[src/rtl/rtufcc_pkg.sv]
// Shared types, constants and the CRC-16/MODBUS byte update for the
// RTU frame address and CRC check unit. No dependencies.
package rtufcc_pkg;

  localparam int MAX_FRAME = 256;
  localparam int LEN_W     = $clog2(MAX_FRAME + 1);

  localparam int APB_ADDR_W = 3;
  localparam int APB_DATA_W = 32;

  localparam logic [7:0]       BROADCAST_ADDR = 8'hFF;
  localparam logic [7:0]       SLAVE_ADDR_RST = 8'h01;
  localparam logic [15:0]      CRC_INIT       = 16'hFFFF;
  localparam logic [15:0]      CRC_POLY       = 16'hA001;
  localparam logic [LEN_W-1:0] MIN_FRAME      = LEN_W'(4);
  localparam logic [LEN_W-1:0] MAX_LEN        = LEN_W'(MAX_FRAME);

  // register index, taken from the word address (paddr[2])
  localparam logic REG_SLAVE_ADDRESS = 1'b0;

  typedef enum logic [1:0] {
    STAT_ACCEPTED      = 2'd0,
    STAT_SHORT         = 2'd1,
    STAT_ADDR_MISMATCH = 2'd2,
    STAT_CRC_MISMATCH  = 2'd3
  } status_t;

  typedef struct packed {
    logic       valid;
    logic [7:0] rx_byte;
    logic       end_of_frame;
  } item_t;

  typedef struct packed {
    logic             valid;
    status_t          frame_status;
    logic             is_broadcast;
    logic [LEN_W-1:0] frame_length;
    logic [15:0]      computed_crc;
  } result_t;

  // reflected CRC-16, one byte, LSB first
  function automatic logic [15:0] crc_feed(input logic [15:0] crc, input logic [7:0] b);
    logic [15:0] c;
    c = crc ^ {8'h00, b};
    for (int i = 0; i < 8; i++) begin
      c = c[0] ? ((c >> 1) ^ CRC_POLY) : (c >> 1);
    end
    return c;
  endfunction

endpackage

[src/rtl/rtufcc_if.sv]
// Valid/ready channel interfaces for received bytes and frame verdicts.
// Depends on rtufcc_pkg.
interface rtufcc_in_if;
  logic       valid;
  logic       ready;
  logic [7:0] rx_byte;
  logic       end_of_frame;

  modport source (output valid, rx_byte, end_of_frame, input ready);
  modport sink   (input valid, rx_byte, end_of_frame, output ready);
endinterface

interface rtufcc_out_if;
  logic                          valid;
  logic                          ready;
  rtufcc_pkg::status_t           frame_status;
  logic                          is_broadcast;
  logic [rtufcc_pkg::LEN_W-1:0]  frame_length;
  logic [15:0]                   computed_crc;

  modport source (output valid, frame_status, is_broadcast, frame_length, computed_crc,
                  input ready);
  modport sink   (input valid, frame_status, is_broadcast, frame_length, computed_crc,
                  output ready);
endinterface

[src/rtl/rtufcc_apb_regs.sv]
// APB configuration register: slave address.
// Depends on rtufcc_pkg.
module rtufcc_apb_regs (
  input  logic                                clk,
  input  logic                                rst_n,
  input  logic                                psel,
  input  logic                                penable,
  input  logic                                pwrite,
  input  logic [rtufcc_pkg::APB_ADDR_W-1:0]   paddr,
  input  logic [rtufcc_pkg::APB_DATA_W-1:0]   pwdata,
  output logic [rtufcc_pkg::APB_DATA_W-1:0]   prdata,
  output logic                                pready,
  output logic [7:0]                          slave_addr
);

  logic [7:0] slave_addr_r;
  logic [7:0] slave_addr_nxt;
  logic       hit;

  assign pready = 1'b1;
  assign hit    = paddr[2] == rtufcc_pkg::REG_SLAVE_ADDRESS;

  always_comb begin
    slave_addr_nxt = slave_addr_r;
    if (psel && penable && pwrite && pready && hit) begin
      slave_addr_nxt = pwdata[7:0];
    end
  end

  always_ff @(posedge clk) begin
    if (!rst_n) begin
      slave_addr_r <= rtufcc_pkg::SLAVE_ADDR_RST;
    end else begin
      slave_addr_r <= slave_addr_nxt;
    end
  end

  assign prdata     = hit ? {{(rtufcc_pkg::APB_DATA_W-8){1'b0}}, slave_addr_r}
                          : '0;
  assign slave_addr = slave_addr_r;

endmodule

[src/rtl/rtufcc_in_stage.sv]
// Input register: holds one accepted byte until the frame core takes it.
// Depends on rtufcc_pkg and rtufcc_in_if.
module rtufcc_in_stage (
  input  logic               clk,
  input  logic               rst_n,
  input  logic               advance,
  rtufcc_in_if.sink          in_if,
  output rtufcc_pkg::item_t  item
);

  logic       valid_r;
  logic       valid_nxt;
  logic [7:0] byte_r;
  logic       eof_r;
  logic       take;

  assign in_if.ready = !valid_r || advance;
  assign take        = in_if.valid && in_if.ready;

  always_comb begin
    valid_nxt = valid_r;
    if (take) begin
      valid_nxt = 1'b1;
    end else if (advance) begin
      valid_nxt = 1'b0;
    end
  end

  always_ff @(posedge clk) begin
    if (!rst_n) begin
      valid_r <= 1'b0;
    end else begin
      valid_r <= valid_nxt;
    end
  end

  always_ff @(posedge clk) begin
    if (take) begin
      byte_r <= in_if.rx_byte;
      eof_r  <= in_if.end_of_frame;
    end
  end

  assign item = '{valid: valid_r, rx_byte: byte_r, end_of_frame: eof_r};

endmodule

[src/rtl/rtufcc_frame_core.sv]
// Frame state (CRC, trailing-byte delay line, count, address) and verdict.
// Depends on rtufcc_pkg.
module rtufcc_frame_core (
  input  logic                 clk,
  input  logic                 rst_n,
  input  logic                 advance,
  input  rtufcc_pkg::item_t    item,
  input  logic [7:0]           slave_addr,
  output rtufcc_pkg::result_t  res
);

  localparam int LW = rtufcc_pkg::LEN_W;

  logic [15:0]   crc_r,   crc_nxt;
  logic [7:0]    older_r, older_nxt;
  logic [7:0]    newer_r, newer_nxt;
  logic [LW-1:0] count_r, count_nxt;
  logic [7:0]    addr_r,  addr_nxt;

  logic [15:0]   crc_upd;
  logic [LW-1:0] count_upd;
  logic [7:0]    addr_upd;
  logic [15:0]   swapped;
  logic [15:0]   received;
  logic          bcast;
  rtufcc_pkg::status_t status;

  always_comb begin
    // older byte enters the CRC once two bytes sit behind it
    crc_upd   = (count_r >= LW'(2)) ? rtufcc_pkg::crc_feed(crc_r, older_r) : crc_r;
    addr_upd  = (count_r == '0) ? item.rx_byte : addr_r;
    count_upd = (count_r < rtufcc_pkg::MAX_LEN) ? count_r + LW'(1) : count_r;

    swapped  = {crc_upd[7:0], crc_upd[15:8]};
    received = {newer_r, item.rx_byte};
    bcast    = addr_upd == rtufcc_pkg::BROADCAST_ADDR;

    priority if (count_upd < rtufcc_pkg::MIN_FRAME) begin
      status = rtufcc_pkg::STAT_SHORT;
    end else if (!bcast && addr_upd != slave_addr) begin
      status = rtufcc_pkg::STAT_ADDR_MISMATCH;
    end else if (received != swapped) begin
      status = rtufcc_pkg::STAT_CRC_MISMATCH;
    end else begin
      status = rtufcc_pkg::STAT_ACCEPTED;
    end

    crc_nxt   = crc_r;
    older_nxt = older_r;
    newer_nxt = newer_r;
    count_nxt = count_r;
    addr_nxt  = addr_r;
    if (advance) begin
      addr_nxt = addr_upd;
      if (item.end_of_frame) begin
        crc_nxt   = rtufcc_pkg::CRC_INIT;
        older_nxt = '0;
        newer_nxt = '0;
        count_nxt = '0;
      end else begin
        crc_nxt   = crc_upd;
        older_nxt = newer_r;
        newer_nxt = item.rx_byte;
        count_nxt = count_upd;
      end
    end
  end

  always_ff @(posedge clk) begin
    if (!rst_n) begin
      crc_r   <= rtufcc_pkg::CRC_INIT;
      older_r <= '0;
      newer_r <= '0;
      count_r <= '0;
      addr_r  <= '0;
    end else begin
      crc_r   <= crc_nxt;
      older_r <= older_nxt;
      newer_r <= newer_nxt;
      count_r <= count_nxt;
      addr_r  <= addr_nxt;
    end
  end

  assign res = '{valid:        advance && item.end_of_frame,
                 frame_status: status,
                 is_broadcast: bcast,
                 frame_length: count_upd,
                 computed_crc: swapped};

endmodule

[src/rtl/rtufcc_out_stage.sv]
// Result register driving the verdict channel.
// Depends on rtufcc_pkg and rtufcc_out_if.
module rtufcc_out_stage (
  input  logic                 clk,
  input  logic                 rst_n,
  input  rtufcc_pkg::result_t  res,
  output logic                 slot_free,
  rtufcc_out_if.source         out_if
);

  logic                valid_r;
  logic                valid_nxt;
  rtufcc_pkg::result_t data_r;

  assign slot_free = !valid_r || out_if.ready;

  always_comb begin
    valid_nxt = valid_r;
    if (res.valid) begin
      valid_nxt = 1'b1;
    end else if (out_if.ready) begin
      valid_nxt = 1'b0;
    end
  end

  always_ff @(posedge clk) begin
    if (!rst_n) begin
      valid_r <= 1'b0;
    end else begin
      valid_r <= valid_nxt;
    end
  end

  always_ff @(posedge clk) begin
    if (res.valid) begin
      data_r <= res;
    end
  end

  assign out_if.valid        = valid_r;
  assign out_if.frame_status = data_r.frame_status;
  assign out_if.is_broadcast = data_r.is_broadcast;
  assign out_if.frame_length = data_r.frame_length;
  assign out_if.computed_crc = data_r.computed_crc;

endmodule

[src/rtl/rtu_frame_address_crc_check_unit.sv]
// Top level of the RTU frame address and CRC check unit.
// Depends on rtufcc_pkg, rtufcc_if and the rtufcc_* submodules.
//
//  channel  | dir | transaction                          | handshake
//  ---------+-----+--------------------------------------+--------------
//  in_if    | in  | one frame byte, end_of_frame marker  | valid/ready
//  out_if   | out | verdict, broadcast flag, length, CRC | valid/ready
//  APB      | in  | slave_address at byte address 0      | psel/penable
//
// An accepted byte is held in the input register; from there the CRC byte
// update and verdict logic load the result register, so a verdict passes
// through both registers after its end-of-frame byte is accepted. One byte
// is accepted every cycle while no end-of-frame byte is stalled. The 8-step
// CRC byte update feeding the CRC compare sets the cycle time.
// A byte without end_of_frame never waits on out_if; an end-of-frame byte
// stalls only while the result register is full and not taken.
// rst_n is synchronous: frame state clears, slave_address returns to 1.
module rtu_frame_address_crc_check_unit (
  input  logic                               clk,
  input  logic                               rst_n,
  rtufcc_in_if.sink                          in_if,
  rtufcc_out_if.source                       out_if,
  input  logic                               psel,
  input  logic                               penable,
  input  logic                               pwrite,
  input  logic [rtufcc_pkg::APB_ADDR_W-1:0]  paddr,
  input  logic [rtufcc_pkg::APB_DATA_W-1:0]  pwdata,
  output logic [rtufcc_pkg::APB_DATA_W-1:0]  prdata,
  output logic                               pready
);

  rtufcc_pkg::item_t   item;
  rtufcc_pkg::result_t res;
  logic                slot_free;
  logic                advance;
  logic [7:0]          slave_addr;

  // a held byte moves on unless it ends a frame and the result slot is busy
  assign advance = item.valid && (!item.end_of_frame || slot_free);

  rtufcc_apb_regs u_regs (
    .clk        (clk),
    .rst_n      (rst_n),
    .psel       (psel),
    .penable    (penable),
    .pwrite     (pwrite),
    .paddr      (paddr),
    .pwdata     (pwdata),
    .prdata     (prdata),
    .pready     (pready),
    .slave_addr (slave_addr)
  );

  rtufcc_in_stage u_in (
    .clk     (clk),
    .rst_n   (rst_n),
    .advance (advance),
    .in_if   (in_if),
    .item    (item)
  );

  // CRC, delay line, byte count and address; verdict on the end-of-frame byte
  rtufcc_frame_core u_core (
    .clk        (clk),
    .rst_n      (rst_n),
    .advance    (advance),
    .item       (item),
    .slave_addr (slave_addr),
    .res        (res)
  );

  rtufcc_out_stage u_out (
    .clk       (clk),
    .rst_n     (rst_n),
    .res       (res),
    .slot_free (slot_free),
    .out_if    (out_if)
  );

`ifndef SYNTHESIS
  // an end-of-frame byte leaving the input register always yields a verdict
  a_eof_gives_result: assert property (@(posedge clk) disable iff (!rst_n)
    advance && item.end_of_frame |=> out_if.valid)
    else $error("end-of-frame transaction produced no verdict");

  // a new verdict appears only after an end-of-frame byte moved on
  a_result_has_cause: assert property (@(posedge clk) disable iff (!rst_n)
    $rose(out_if.valid) |-> $past(advance && item.end_of_frame))
    else $error("verdict without end-of-frame byte");

  // short status exactly when fewer than four bytes were counted
  a_short_matches_len: assert property (@(posedge clk) disable iff (!rst_n)
    out_if.valid |->
      ((out_if.frame_status == rtufcc_pkg::STAT_SHORT) ==
       (out_if.frame_length < rtufcc_pkg::MIN_FRAME)))
    else $error("short status disagrees with frame length");
`endif

endmodule
[src/flat_wrapper.sv]
// flat-port wrapper written by rule: the top's interface ports become plain ports
module rtu_frame_address_crc_check_unit_flat 
  (clk, rst_n, psel, penable, pwrite, paddr, pwdata, prdata, pready, in_if_valid, in_if_rx_byte, in_if_end_of_frame, in_if_ready, out_if_valid, out_if_frame_status, out_if_is_broadcast, out_if_frame_length, out_if_computed_crc, out_if_ready);
  rtufcc_in_if in_if_i ();
  rtufcc_out_if out_if_i ();
  input  logic clk;
  input  logic rst_n;
  input  logic psel;
  input  logic penable;
  input  logic pwrite;
  input  logic [rtufcc_pkg::APB_ADDR_W-1:0] paddr;
  input  logic [rtufcc_pkg::APB_DATA_W-1:0] pwdata;
  output logic [rtufcc_pkg::APB_DATA_W-1:0] prdata;
  output logic pready;
  input wire logic [$bits(in_if_i.valid)-1:0] in_if_valid;
  input wire logic [$bits(in_if_i.rx_byte)-1:0] in_if_rx_byte;
  input wire logic [$bits(in_if_i.end_of_frame)-1:0] in_if_end_of_frame;
  output wire logic [$bits(in_if_i.ready)-1:0] in_if_ready;
  output wire logic [$bits(out_if_i.valid)-1:0] out_if_valid;
  output wire logic [$bits(out_if_i.frame_status)-1:0] out_if_frame_status;
  output wire logic [$bits(out_if_i.is_broadcast)-1:0] out_if_is_broadcast;
  output wire logic [$bits(out_if_i.frame_length)-1:0] out_if_frame_length;
  output wire logic [$bits(out_if_i.computed_crc)-1:0] out_if_computed_crc;
  input wire logic [$bits(out_if_i.ready)-1:0] out_if_ready;
  assign in_if_i.valid = in_if_valid;
  assign in_if_i.rx_byte = in_if_rx_byte;
  assign in_if_i.end_of_frame = in_if_end_of_frame;
  assign in_if_ready = in_if_i.ready;
  assign out_if_valid = out_if_i.valid;
  assign out_if_frame_status = out_if_i.frame_status;
  assign out_if_is_broadcast = out_if_i.is_broadcast;
  assign out_if_frame_length = out_if_i.frame_length;
  assign out_if_computed_crc = out_if_i.computed_crc;
  assign out_if_i.ready = out_if_ready;
  rtu_frame_address_crc_check_unit u_core (.clk(clk), .rst_n(rst_n), .in_if(in_if_i), .out_if(out_if_i), .psel(psel), .penable(penable), .pwrite(pwrite), .paddr(paddr), .pwdata(pwdata), .prdata(prdata), .pready(pready));
endmodule
[config.mk]
export PLATFORM = sky130hd
export DESIGN_NAME = rtu_frame_address_crc_check_unit_flat
export DESIGN_NICKNAME = d
export VERILOG_FILES = /design/src/rtl/rtufcc_pkg.sv /design/src/rtl/rtufcc_if.sv /design/src/rtl/rtufcc_apb_regs.sv /design/src/rtl/rtufcc_in_stage.sv /design/src/rtl/rtufcc_frame_core.sv /design/src/rtl/rtufcc_out_stage.sv /design/src/rtl/rtu_frame_address_crc_check_unit.sv /design/src/flat_wrapper.sv
export SDC_FILE = /design/constraint.sdc
export NUM_CORES = 1
export LEC_CHECK = 0
export CORE_ASPECT_RATIO = 0.75
export CORE_MARGIN = 5
export CORE_UTILIZATION = 57
export DETAILED_ROUTE_END_ITERATION = 12
export DONT_BUFFER_PORTS = 1
export GPL_TIMING_DRIVEN = 0
export MAX_ROUTING_LAYER = met4
export PLACE_DENSITY = 0.75
export SLEW_MARGIN = 20
export SYNTH_ARGS = -nofsm -noshare
export SYNTH_HDL_FRONTEND = slang
export SYNTH_SLANG_ARGS = --single-unit
export TNS_END_PERCENT = 10
[constraint.sdc]
create_clock -name clk -period 2.8 [get_ports clk]
set_input_delay 0.14 -clock clk [delete_from_list [all_inputs] [get_ports clk]]
set_output_delay 0.14 -clock clk [all_outputs]
set_load 0.005 [all_outputs]
# After elaboration in Yosys (flattened, before gate mapping)
# Index checks and enable logic that the tools add are counted.
# totals
wordCells	70
register_bits	96
out_inout_bits	63
# classes
reduce_logical	17
n_addsub	1
muxes	22
eq_ne	3
order_cmp	3
bitwise	10
# op_table
operator	n
16-bit two-way mux	10
8-bit two-way mux	4
2-bit inverter with 3-bit output	8
9-bit two-way mux	2
16-bit != test	1
16-bit by 8-bit bitwise XOR with 16-bit output	1
9-bit by 1-bit adder with 9-bit output (second input constant)	1
9-bit by 2-bit >= comparator with 1-bit output (second input constant)	1
9-bit zero test	1
9-bit by 3-bit less-than comparator with 1-bit output (second input constant)	1
9-bit less-than comparator (second input constant)	1
8-bit == test (second input constant)	1
8-bit != test	1
1-bit logical AND	7
1-bit zero test	4
1-bit two-way mux	4
2-bit two-way mux	2
2-bit nonzero test	2
1-bit logical OR	3
1-bit inverter	1

# Longest topological paths before layout
# logic_depth
word_depth	21
depth_mapped	10

# Cells and area by module
# Synthesis repeated with hierarchy kept, for this count alone.
# hier_totals
cells_unflattened	530
hier_area_um2	5128.7
# by_module_without_submodules
mod	area_per_inst_um2	n_inst	cells_each	seq_area_each_um2
rtufcc_frame_core	3289.4	1	410	980.9
rtufcc_out_stage	889.6	1	32	860.8
rtufcc_apb_regs	595.6	1	70	160.2
rtufcc_in_stage	342.8	1	16	290.3
rtu_frame_address_crc_check_unit	11.3	1	2	0.0

# Worst setup path after synthesis
# No wires, ideal clock.
# synth_path
kind	register to register
start	register u_core.u_in.eof_r
end	register u_core.u_core.crc_r[11]
slack_ns	0.138
arrival_time_ns	2.583
stages_incl_launch_ff	8
n_path_buf	2
required_time_ns	2.721
setup_ns	0.079
cell_sequence	edfxtp_1 > nand2_1 > nand2_1 > nor2_1 > nor2b_1 > clkbuf_1 > clkbuf_1 > o211ai_1
# synth_between
elab_chain_len	3
# synth_lines
element	line	rtl
from (decl)	rtufcc_in_stage.sv:14	logic eof_r;
from (signal assigned)	rtufcc_in_stage.sv:40	eof_r <= in_if.end_of_frame;
1-bit zero test	rtu_frame_address_crc_check_unit.sv:39	assign advance = item.valid && (!item.end_of_frame || slot_free);
1-bit logical OR	rtu_frame_address_crc_check_unit.sv:39	
1-bit logical AND	rtu_frame_address_crc_check_unit.sv:39	
to (signal assigned)	rtufcc_frame_core.sv:71	crc_r <= rtufcc_pkg::CRC_INIT;
to (signal assigned)	rtufcc_frame_core.sv:77	crc_r <= crc_nxt;
to (decl)	rtufcc_frame_core.sv:14	logic [15:0] crc_r, crc_nxt;
# Several ways; a longest one is shown, not always the timed one.
# A chain may end at the register's enable or synchronous reset.

# Worst setup path in the final report
# layout_path
start	register u_core.u_core.count_r[6]
end	register u_core.u_out.data_r (netlist bit u_core.u_out.out_if.frame_status[1]), data pin
# layout_between
elab_chain_len	6
# layout_lines
element	line	rtl
from (decl)	rtufcc_frame_core.sv:17	logic [LW-1:0] count_r, count_nxt;
from (signal assigned)	rtufcc_frame_core.sv:80	count_r <= count_nxt;
parallel branches: the longest is 6 deep, another holds 9-bit by 1-bit adder with 9-bit output	--	
to (signal assigned)	rtufcc_out_stage.sv:36	data_r <= res;
to (decl)	rtufcc_out_stage.sv:13	rtufcc_pkg::result_t data_r;
# Parallel ways; which one is timed is not known.

==> results.txt <==
period utilization - 0.976
worst flop-to-flop path endpoint - u_core.u_out.out_if.frame_status[1]
Initial Utilization - 0.582
Mean Syn Cell Area - 9.85 sq um
top-area cell type share of the netlist area - 0.240
MaxCap Viol Count - 0
cell taking the most area after synthesis - dfxtp_1
Hold EP - u_core.u_out.out_if.valid
GR Util All Layers - 0.234
Critical Path End Type - flop
die width - 117 um
Lkg Pwr - 2.30 nW
fin nets - 608
cells on worst reg2reg path - 8
met3 Use GR - 0.0589
CP required - 2.88 ns
largest net degree at the start of global routing - 20
CTS buffer count - 9
flops & latches, synth - 96
worst rel slew slack - 0.360
area of the mapped netlist - 4920 sq um
Antenna diodes - 0
Worst Hold Depth - 2
number of synthesized flops with an enable pin - 37
Critical Path AT - 2.81 ns
worst min path class - in -> reg
Critical path buffers and inverters - 1
CP top delay family - compound AO/OA/AOI/OAI gates
DRT iter0 DRCs - 401
DP Area - 5170 sq um
vias in the first global route - 3,690
first drt pass iteration count - 6
hold path start - out_if_ready
count leader, synth - nand2_1
Startpoint Class - flop
total detailed-routing wirelength - 11,900 um
CTS tree - built
Yosys warnings - 0
Top Ports - 114
routed len/inst - 17.9 um
largest buffer count on any clock path - 2
vias per cell - 5.67
top cells by area, synth - dfxtp_1 24%, edfxtp_1 23%, nand2_1 5.1%
TritonCTS Sinks - 96
sequential fraction of the synthesis area - 0.466
hold slack - 0.134 ns
core area - 8450 sq um
fin cells - 667
Final Util - 0.684
Port Buffer Count - 0
Area Growth Syn to Fin - 17.6%
number of H-tree levels - 3
Final min period - 2.73 ns
first-pass GRT wire length - 18,900 um
FF-to-FF Start - u_core.u_core.count_r[6]
latest clock arrival within the worst-skew pair - 0.35 ns
top post-synthesis cells by count - 67 x nand2_1, 59 x dfxtp_1, 37 x edfxtp_1, 27 x nand3_1, 27 x xnor2_1
clk slew on worst S/H paths - 0.06 ns
Reg2Reg Setup Slack - 0.07 ns
CP Max Fanout - 10
Hold Vio Cnt, Final - 0
final instance area - 5780 sq um
Root Buffer - clkbuf_16
layout cells sized above 1 - 0.134
Max Clk Rate - 0.366 GHz
Setup CP Type - reg -> reg
Core Rows - 29
Post-synth top flop - dfxtp_1
final setup vio count - 0
Worst-Margin Slew - 0.955 ns
met2 Use GR - 0.349
Mapped Cells - 499
GR Layer Usage met1 - 0.313
delay of the slowest cell on the worst path - 0.47 ns
dpl cells - 631
drt drc - 0
die height - 90.4 um
RePlAce Congestion - 0.917
pwr dens - 581 nW/um^2
DP HPWL - 8420 um
Yosys cell types - 63
crit path cell chain - nor4_4 -> nand3_2 -> buf_4 -> o211ai_1 -> o2111ai_2 -> o41ai_4 -> o311a_1 -> a31oi_1
Post-DRT Antenna Nets - 0
Post-synth ARST share - 0
status - finished clean
initial antenna violation count - 0
busiest layer in global routing - met2
critical path's slowest cell - nor4_4
Final Slew Violations - 0
Layout Skew - 0.00977 ns
VDD IR-drop max - 0.500 mV
global route total overflow - 0
DR vias - 3,784
setup TNS - 0 ns
die area - 10,600 sq um
-- cell usage in the layout, fill, tap and decap left out, types with 10 or more instances in the layout --
cell type and instances:
mux2i_1 14, dlygate4sd3_1 19, nand2_1 67, conb_1 25, clkbuf_1 19, nor2b_1 26
dfxtp_1 58, clkbuf_16 10, buf_4 27, inv_1 23, edfxtp_1 37, nand3_1 27
nor2_1 17, xnor2_1 27, xor2_1 18, o211ai_1 11, a21boi_0 26
-- per-layer routing --
layer	part of all wire	routed length [um]
met5	0	0
met1	0.44	5260
met3	0.084	1000
met2	0.46	5470
met4	0.017	204
-- area by class of cell --
type,count,area (sq um)
plain buffers,51,295
clock buffers,12,268
clock inverters,4,97.6
fillers,668,2670
inverters,24,90.1
multi-input cells,351,2380
flip-flops and latches,96,2290
well taps,108,135
repair buffers,21,225
-- registers in the layout (all words and copies together), names as in the netlist, 2 cells and up --
name,flops
u_core.u_core.newer_r,8
u_core.u_out.out_if.frame_length,9
u_core.u_core.older_r,8
u_core.u_regs.slave_addr,8
u_core.u_core.addr_r,8
u_core.u_in.byte_r,8
u_core.u_core.count_r,9
u_core.u_core.crc_r,16
u_core.u_out.out_if.frame_status,2
u_core.u_out.out_if.computed_crc,16
-- report_power, final --
| group | switching, W | leakage (nW) | internal, W |
|---|---|---|---|
| Clock | 0.000516 | 0.174 | 0.000952 |
| Sequential | 0.0000477 | 0.814 | 0.00149 |
| Combinational | 0.000191 | 1.31 | 0.000159 |
-- how the worst max path moves through the flow --
stage                        startpoint                                   to  slack, ns  depth (start not counted)
2_1_floorplan         u_core.u_in.eof_r              u_core.u_core.crc_r[11]       0.14                          7
5_1_grt        u_core.u_core.count_r[0]  u_core.u_out.out_if.frame_status[1]      -0.02                          9
3_3_place_gp          u_core.u_in.eof_r              u_core.u_core.crc_r[12]      -0.77                          7
4_1_cts        u_core.u_core.count_r[0]  u_core.u_out.out_if.frame_status[1]       0.05                          9
3_5_place_dp   u_core.u_core.count_r[0]  u_core.u_out.out_if.frame_status[1]       0.03                          9
6_report       u_core.u_core.count_r[6]  u_core.u_out.out_if.frame_status[1]       0.07                          8
-- stage by stage --
stage          setup slack [ns]  power [W]
2_1_floorplan             0.138    0.00180
3_3_place_gp             -0.770    0.00187
3_5_place_dp             0.0313    0.00188
4_1_cts                  0.0522    0.00336
5_1_grt                 -0.0152    0.00346
6_report                 0.0662    0.00336
-- timing repair --
action                                  CTS  global route
endpoints found under the setup margin    1             7
gates resized for setup                   1            11
setup buffers                             0             1
hold buffers                             19             0
hold endpoints to repair                 20             0
pin swaps                                 0             2
-- cell families (layout without fill, tap and decap cells) --
group | Yosys count | after routing | synth area share
AO/OA/AOI/OAI | 81 | 81 | 0.120
flip-flops | 96 | 96 | 0.466
adder cells (fa/ha/maj) | 3 | 3 | 0.00763
AND/OR/NAND/NOR | 172 | 172 | 0.181
multiplexers | 19 | 19 | 0.0410
other | 2 | 25 | 0.00153
XOR/XNOR | 51 | 51 | 0.104
buffers and inverters | 75 | 112 | 0.0781
No activity file was read; power rests on OpenSTA's default activity.
